## src/hw/rtl/aef_pkg.sv

```systemverilog
// Shared types and constants for the audio envelope follower.
package aef_pkg;

  // Default build parameters
  localparam int CHUNK_SAMPLES_DEF  = 240;
  localparam int AUDIO_RATE_HZ_DEF  = 48000;

  // Fixed point: 65536 is 1.0
  localparam logic [16:0] ONE_Q16  = 17'd65536;
  localparam int          MS_PER_S = 1000;

  // Cycle counts of the serial arithmetic units
  localparam logic [4:0] MUL_STEPS      = 5'd16;
  localparam logic [4:0] DIV_RAW_STEPS  = 5'd17;
  localparam logic [4:0] DIV_TIME_STEPS = 5'd18;

  // Configuration register indexes
  localparam logic [2:0] CFG_NORM_DIVISOR      = 3'd0;
  localparam logic [2:0] CFG_FAST_ATTACK_COEF  = 3'd1;
  localparam logic [2:0] CFG_FAST_RELEASE_COEF = 3'd2;
  localparam logic [2:0] CFG_SLOW_COEF         = 3'd3;
  localparam logic [2:0] CFG_ONSET_SLOW_SCALE  = 3'd4;
  localparam logic [2:0] CFG_ONSET_GAIN        = 3'd5;

  // Configuration reset values
  localparam logic [15:0] NORM_DIVISOR_RST      = 16'd9000;
  localparam logic [15:0] FAST_ATTACK_COEF_RST  = 16'd31457;
  localparam logic [15:0] FAST_RELEASE_COEF_RST = 16'd7864;
  localparam logic [15:0] SLOW_COEF_RST         = 16'd2294;
  localparam logic [15:0] ONSET_SLOW_SCALE_RST  = 16'd17695;
  localparam logic [15:0] ONSET_GAIN_RST        = 16'd13107;

  typedef enum logic [3:0] {
    ST_IDLE,
    ST_DEN,
    ST_RAW_DIV,
    ST_FAST,
    ST_SLOW,
    ST_SCALE,
    ST_ONSET,
    ST_TIME,
    ST_EMIT
  } state_t;

endpackage

```

## src/hw/rtl/audio_envelope_follower.sv

```systemverilog
// Envelope follower with a shared shift-add multiplier and restoring divider.
// A sample that does not end a chunk leaves the block idle, so in_ready is high again next cycle.
// out_valid rises after a chunk-ending transfer once the sequence completes: five multiplies and
// two divisions, or one division when the normalised level saturates, then ST_EMIT.
// The input waits during that sequence, and longer while an earlier result is still held.
// Synchronous reset restores the configuration defaults and clears envelopes, counts and time.
module audio_envelope_follower #(
  parameter int CHUNK_SAMPLES = aef_pkg::CHUNK_SAMPLES_DEF,
  parameter int AUDIO_RATE_HZ = aef_pkg::AUDIO_RATE_HZ_DEF
) (
  input  logic               clk,
  input  logic               rst,
  input  logic               cfg_valid,
  output logic               cfg_ready,
  input  logic [2:0]         cfg_index,
  input  logic [15:0]        cfg_data,
  input  logic               in_valid,
  output logic               in_ready,
  input  logic signed [15:0] sample,
  input  logic               chunk_last,
  input  logic               sound_start,
  output logic               out_valid,
  input  logic               out_ready,
  output logic [16:0]        level,
  output logic [16:0]        attack,
  output logic [31:0]        elapsed_time
);
  import aef_pkg::*;

  // Configuration
  logic [15:0] norm_divisor, fast_attack_coef, fast_release_coef;
  logic [15:0] slow_coef, onset_slow_scale, onset_gain;

  // Follower state
  logic [22:0] acc;
  logic [7:0]  cnt;
  logic [16:0] fast, slow, raw, onset;
  logic [31:0] elapsed;
  logic        up;

  // Serial units
  logic [16:0] mul_a;
  logic [15:0] mul_b;
  logic [32:0] prod;
  logic [24:0] div_r;
  logic [17:0] div_d;
  logic [23:0] div_v;
  logic [17:0] div_q;
  logic [4:0]  step;

  state_t state, state_next;
  logic   step_done, emit_fire, accept, chunk_end;

  // Combinational datapath
  logic [15:0] mag;
  logic [22:0] acc_new;
  logic [7:0]  cnt_new;
  logic [17:0] mul_sum;
  logic [24:0] div_sh, div_sub;
  logic        div_ge;
  logic        raw_sat;
  logic [16:0] raw_in, fast_diff, slow_diff, delta, fast_upd, slow_upd, onset_diff;
  logic        fast_up, slow_up, onset_gt;
  logic [18:0] scaled;
  logic [20:0] onset_raw;
  logic [16:0] onset_sat;
  logic [17:0] time_num;

  assign cfg_ready = 1'b1;
  assign step_done = (step == '0);
  assign accept    = in_valid && in_ready;

  always_comb begin
    mag     = sample[15] ? 16'(~sample + 16'sd1) : 16'(sample);
    acc_new = (sound_start ? 23'd0 : acc) + 23'(mag);
    cnt_new = (sound_start ? 8'd0 : cnt) + 8'd1;
    chunk_end = chunk_last || (cnt_new >= 8'(CHUNK_SAMPLES));

    mul_sum = {1'b0, prod[32:16]} + (mul_b[0] ? {1'b0, mul_a} : 18'd0);

    div_sh  = {div_r[23:0], div_d[17]};
    div_ge  = div_sh >= {1'b0, div_v};
    div_sub = div_sh - {1'b0, div_v};

    // Quotient of at least two (or a zero denominator) always clamps to 1.0.
    raw_sat = {2'b0, acc} >= {prod[23:0], 1'b0};
    if (state == ST_RAW_DIV) begin
      raw_in = (div_q[16:0] > ONE_Q16) ? ONE_Q16 : div_q[16:0];
    end else begin
      raw_in = ONE_Q16;
    end

    fast_up   = raw_in > fast;
    fast_diff = fast_up ? (raw_in - fast) : (fast - raw_in);
    slow_up   = raw > slow;
    slow_diff = slow_up ? (raw - slow) : (slow - raw);

    delta    = prod[32:16];
    fast_upd = up ? (fast + delta) : (fast - delta);
    slow_upd = up ? (slow + delta) : (slow - delta);

    scaled     = prod[32:14];
    onset_gt   = {2'b0, fast} > scaled;
    onset_diff = 17'({2'b0, fast} - scaled);

    onset_raw = prod[32:12];
    onset_sat = (onset_raw > {4'b0, ONE_Q16}) ? ONE_Q16 : onset_raw[16:0];

    time_num = 18'(cnt) * 18'(MS_PER_S);
  end

  always_ff @(posedge clk) begin
    if (rst) begin
      state <= ST_IDLE;
    end else begin
      state <= state_next;
    end
  end

  always_comb begin
    state_next = state;
    in_ready   = 1'b0;
    emit_fire  = 1'b0;
    case (state)
      ST_IDLE: begin
        in_ready = 1'b1;
        if (in_valid && chunk_end) begin
          state_next = ST_DEN;
        end
      end
      ST_DEN: begin
        if (step_done) begin
          state_next = raw_sat ? ST_FAST : ST_RAW_DIV;
        end
      end
      ST_RAW_DIV: if (step_done) state_next = ST_FAST;
      ST_FAST:    if (step_done) state_next = ST_SLOW;
      ST_SLOW:    if (step_done) state_next = ST_SCALE;
      ST_SCALE:   if (step_done) state_next = ST_ONSET;
      ST_ONSET:   if (step_done) state_next = ST_TIME;
      ST_TIME:    if (step_done) state_next = ST_EMIT;
      ST_EMIT: begin
        if (!out_valid || out_ready) begin
          emit_fire  = 1'b1;
          state_next = ST_IDLE;
        end
      end
      default: state_next = ST_IDLE;
    endcase
  end

  always_ff @(posedge clk) begin
    if (rst) begin
      norm_divisor      <= NORM_DIVISOR_RST;
      fast_attack_coef  <= FAST_ATTACK_COEF_RST;
      fast_release_coef <= FAST_RELEASE_COEF_RST;
      slow_coef         <= SLOW_COEF_RST;
      onset_slow_scale  <= ONSET_SLOW_SCALE_RST;
      onset_gain        <= ONSET_GAIN_RST;
      acc               <= '0;
      cnt               <= '0;
      fast              <= '0;
      slow              <= '0;
      elapsed           <= '0;
      out_valid         <= 1'b0;
    end else begin
      if (cfg_valid) begin
        case (cfg_index)
          CFG_NORM_DIVISOR:      norm_divisor      <= cfg_data;
          CFG_FAST_ATTACK_COEF:  fast_attack_coef  <= cfg_data;
          CFG_FAST_RELEASE_COEF: fast_release_coef <= cfg_data;
          CFG_SLOW_COEF:         slow_coef         <= cfg_data;
          CFG_ONSET_SLOW_SCALE:  onset_slow_scale  <= cfg_data;
          CFG_ONSET_GAIN:        onset_gain        <= cfg_data;
          default: ;
        endcase
      end

      if (emit_fire) begin
        out_valid <= 1'b1;
      end else if (out_ready) begin
        out_valid <= 1'b0;
      end

      // Multiplier steps: one bit of mul_b per cycle, least significant first.
      if (!step_done && (state == ST_DEN || state == ST_FAST || state == ST_SLOW ||
                         state == ST_SCALE || state == ST_ONSET)) begin
        prod  <= {mul_sum, prod[15:1]};
        mul_b <= mul_b >> 1;
        step  <= step - 5'd1;
      end

      // Divider steps: one quotient bit per cycle, most significant first.
      if (!step_done && (state == ST_RAW_DIV || state == ST_TIME)) begin
        div_r <= div_ge ? div_sub : div_sh;
        div_d <= div_d << 1;
        div_q <= {div_q[16:0], div_ge};
        step  <= step - 5'd1;
      end

      case (state)
        ST_IDLE: begin
          if (accept) begin
            acc <= acc_new;
            cnt <= cnt_new;
            if (sound_start) begin
              fast    <= '0;
              slow    <= '0;
              elapsed <= '0;
            end
            mul_a <= 17'(cnt_new);
            mul_b <= norm_divisor;
            prod  <= '0;
            step  <= MUL_STEPS;
          end
        end
        ST_DEN: begin
          if (step_done) begin
            if (raw_sat) begin
              raw   <= raw_in;
              up    <= fast_up;
              mul_a <= fast_diff;
              mul_b <= fast_up ? fast_attack_coef : fast_release_coef;
              prod  <= '0;
              step  <= MUL_STEPS;
            end else begin
              // Dividend is acc * 65536; the top part already lies below the divisor.
              div_v <= prod[23:0];
              div_r <= {3'b0, acc[22:1]};
              div_d <= {acc[0], 17'b0};
              div_q <= '0;
              step  <= DIV_RAW_STEPS;
            end
          end
        end
        ST_RAW_DIV: begin
          if (step_done) begin
            raw   <= raw_in;
            up    <= fast_up;
            mul_a <= fast_diff;
            mul_b <= fast_up ? fast_attack_coef : fast_release_coef;
            prod  <= '0;
            step  <= MUL_STEPS;
          end
        end
        ST_FAST: begin
          if (step_done) begin
            fast  <= fast_upd;
            up    <= slow_up;
            mul_a <= slow_diff;
            mul_b <= slow_coef;
            prod  <= '0;
            step  <= MUL_STEPS;
          end
        end
        ST_SLOW: begin
          if (step_done) begin
            slow  <= slow_upd;
            mul_a <= slow_upd;
            mul_b <= onset_slow_scale;
            prod  <= '0;
            step  <= MUL_STEPS;
          end
        end
        ST_SCALE: begin
          if (step_done) begin
            // A zero multiplicand gives zero onset when fast does not exceed scaled slow.
            mul_a <= onset_gt ? onset_diff : 17'd0;
            mul_b <= onset_gain;
            prod  <= '0;
            step  <= MUL_STEPS;
          end
        end
        ST_ONSET: begin
          if (step_done) begin
            onset <= onset_sat;
            div_v <= 24'(AUDIO_RATE_HZ);
            div_r <= '0;
            div_d <= time_num;
            div_q <= '0;
            step  <= DIV_TIME_STEPS;
          end
        end
        ST_TIME: begin
          if (step_done) begin
            elapsed <= elapsed + 32'(div_q);
          end
        end
        ST_EMIT: begin
          if (emit_fire) begin
            level        <= slow;
            attack       <= onset;
            elapsed_time <= elapsed;
            acc          <= '0;
            cnt          <= '0;
          end
        end
        default: ;
      endcase
    end
  end

endmodule
```

## config.mk

```make
export PLATFORM = sky130hd
export DESIGN_NAME = audio_envelope_follower
export DESIGN_NICKNAME = d
export VERILOG_FILES = /design/src/hw/rtl/aef_pkg.sv /design/src/hw/rtl/audio_envelope_follower.sv
export SDC_FILE = /design/constraint.sdc
export NUM_CORES = 2
export LEC_CHECK = 0
export BUFFER_PORTS_ARGS = -buffer_cell sky130_fd_sc_hd__clkbuf_2
export CAP_MARGIN = 10
export CORE_ASPECT_RATIO = 0.8
export CORE_UTILIZATION = 60
export DETAILED_ROUTE_END_ITERATION = 6
export HOLD_SLACK_MARGIN = 0.02
export PLACE_DENSITY = 0.74
export SLEW_MARGIN = 20
export SYNTH_ARGS = -nofsm -noshare
export SYNTH_HDL_FRONTEND = slang
export SYNTH_SLANG_ARGS = --single-unit
export TNS_END_PERCENT = 100
```

## constraint.sdc

```tcl
create_clock -name clk -period 10.4 [get_ports clk]
set_input_delay 2.6 -clock clk [delete_from_list [all_inputs] [get_ports clk]]
set_output_delay 2.6 -clock clk [all_outputs]
set_load 0.02 [all_outputs]
```

==> qor.csv <==
metric;value;unit
outcome;finished with violations;
violations;DRC;
start_kind;flip-flop;
hold_depth;0;
dr.pass1.iters;7;
max_freq;179;MHz
p_leak;13.7;nW
setup_violations;0;
drive_gt1_share;7.52;%
ir_drop;130;uV
finalSetupTns;0;ns
final_cell_mix;nand2_1, a21oi_1, edfxtp_1, ha_1, nor2_1;
netlist_instances;3448;
fin_area;0.0331;mm^2
worstSetupPathType;flip-flop to flip-flop;
grt_pass1_wl;135;mm
post-route-min-period;5.60;ns
setup_ws;4.80;ns
ys_ff_latch;454;
drc_errors;2;
dieArea;0.0514;mm^2
ys_seq_area_share;38.5;%
postCtsResizedCells;0;
wl_per_cell;20.3;um
detail-route-antenna-nets;0;
grt.overflow.total;0;
max-slew-margin-rel;25.5;%
pin_count;111;
antenna_found_initial;1;
required;10.75;ns
cts_sinks;454;
power_density;138;mW/mm^2
hold_buffers;0;
drt-total-wl;85.3;mm
rows;73;
path_clk_slew;0.07;ns
fin_skew;0.0316;ns
place_ws;4.45;ns
rrSetupSlack;4.80;ns
syn2layout_area_growth;9.33;%
min_period_over_period;53.8;%
slew_viol_final;0;
cts_buffers;49;
grt_pass1_vias;25000;
async_flop_share;0;%
worstSetupEndpointType;flip-flop;
root_buffer;clkbuf_16;
placed_cells;4107;
synth_cell_types;83;
maxCapViolCount;0;
avgViaCountPerCell;6.24;
crit_arrival;5.94;ns
cts_tree;done;
syn_area;0.0303;mm^2
fin_cells;4200;
r2r-start;state[1];
syn_avg_cell_area;8.79;um^2
post-cts-setup-buffer-count;0;
vias;26200;
die_h;203;um
clk_path_buf_depth;3;
dp_hpwl;61.1;mm
io_buffers;109;
rr_worst_depth;18;
netlist_top_cells_area;edfxtp_1, dfxtp_1, ha_1;
tightestPinTransition;1.12;ns
rsz0062_at_grt;no;
path_max_fanout;24;
hp-start;onset[5];
hold_viol;0;
min_path_type;flip-flop to flip-flop;
h-tree-depth;2;
core-area;0.0498;mm^2
start_util;60.9;%
holdPathEnd;attack[5];
mostFrequentLayoutCell;nand2_1;
yosysTopAreaCell;edfxtp_1;
syn_nets;3775;
nFillCells;3990;
insertion_delay;0.62;ns
ys.warnings.count;0;
grt_max_degree;114;
synth_edf_count;256;
grt_util_all_layers;33.1;%
placed_cell_area;0.0314;mm^2
dieWidth;253;um
drt_iter0_drc;2856;
synth_flop_cell;edfxtp_1;
r2r-end;mul_a[16];
fin_nets;3810;
netlist.area_leader.share;25.4;%
finalWeightedCongestion;0.965;
-- metrics by stage --
stage | utilization, % | power [W] | hold slack (ns)
2_1_floorplan | - | 0.00253 | 0.400
3_3_place_gp | 63.1 | 0.00269 | 0.401
3_5_place_dp | 63.1 | 0.00271 | 0.405
4_1_cts | 66.5 | 0.00457 | 0.416
5_1_grt | 66.5 | 0.00472 | 0.427
6_report | 66.5 | 0.00457 | 0.414
-- layout make-up --
class	instances	area, um^2	area share (%)
sequential	454	11700	35.2
tap	675	845	2.55
timing repair buffer	146	826	2.49
clock inverter	27	384	1.16
inverter	228	861	2.60
multi-input combinational	2604	17200	52.0
clock buffer	65	1340	4.04
antenna	1	2.50	0.00756
-- worst max-delay path, cell delays in order, from the launching register on --
cell       delay, ns
dfxtp_1         0.74
nor2b_1         0.33
nand2_1         0.28
a21oi_1         0.27
buf_4           0.25
nand2_1         0.09
inv_1           0.08
ha_1            0.29
and4_1          0.32
nand2_1         0.07
or4_4           0.55
o2111ai_2       0.14
o21a_1          0.25
buf_4           0.45
mux2i_1         0.24
a211o_1         0.35
xnor2_1         0.16
o2111ai_1       0.12
a211o_1         0.33
-- cells in the mapped netlist (17+ instances only) --
cell type and instances:
a22o_1 22, a21o_1 74, a31oi_1 26, o21bai_1 21
mux2i_1 61, dfxtp_1 198, nand3_1 99, nand2b_1 38
nor2b_1 52, nand4_1 22, clkbuf_1 128, nor3_1 58
o21a_1 19, o221ai_1 17, nor4_1 29, o211ai_1 25
o21ai_0 143, nor2_1 251, a211oi_1 19, and2_1 25
a21oi_1 314, or3_1 19, a222oi_1 17, o21ai_1 21
xnor2_1 133, edfxtp_1 256, and3_1 22, a22oi_1 44
xor2_1 52, nand2_1 520, fa_1 33, ha_1 252
inv_1 225
-- registers in the layout (all words and copies together), names as in the netlist, 18 cells and up --
name,cells
prod,33
div_v,24
div_r,24
elapsed_time,32
acc,23
elapsed,32
div_q,18
div_d,18
-- where the power goes --
group          internal [W]  switching (W)  leakage (nW)  total, W
logic              0.000249       0.000405          8.86  0.000654
clock network       0.00109       0.000783         0.826   0.00188
registers           0.00197      0.0000706          4.05   0.00204
total               0.00331        0.00126          13.7   0.00457
-- routing by layer --
layer | part of all wire (%) | vias up | GRT usage [%]
met5 | 0 | - | 0
met4 | 2.4 | 0 | 10.0
met3 | 9.9 | 141 | 5.41
met2 | 44 | 1212 | 51.3
met1 | 44 | 12500 | 47.5
li1 | - | 12400 | -
-- how the worst max path moves through the flow --
stage	slack (ns)	end	start	cells after the start
final	4.80	mul_a[16]	state[1]	18
after global routing	4.42	mul_a[16]	state[1]	18
after CTS	4.89	mul_a[16]	state[1]	18
after detailed placement	4.45	acc[20]	sample[5]	14
after global placement	4.58	acc[19]	sample[5]	14
after floorplan	3.90	div_d[0]	rst	2
-- cell families after synthesis --
group           share of synthesized area (%)
mux                                      2.42
other cells                            0.0124
flops                                    38.5
compound gates                           18.7
simple gates                             17.4
fa+ha+maj                                12.6
buf+inv                                  5.04
xor+xnor                                 5.35
Power figures use the tool's default switching activity.
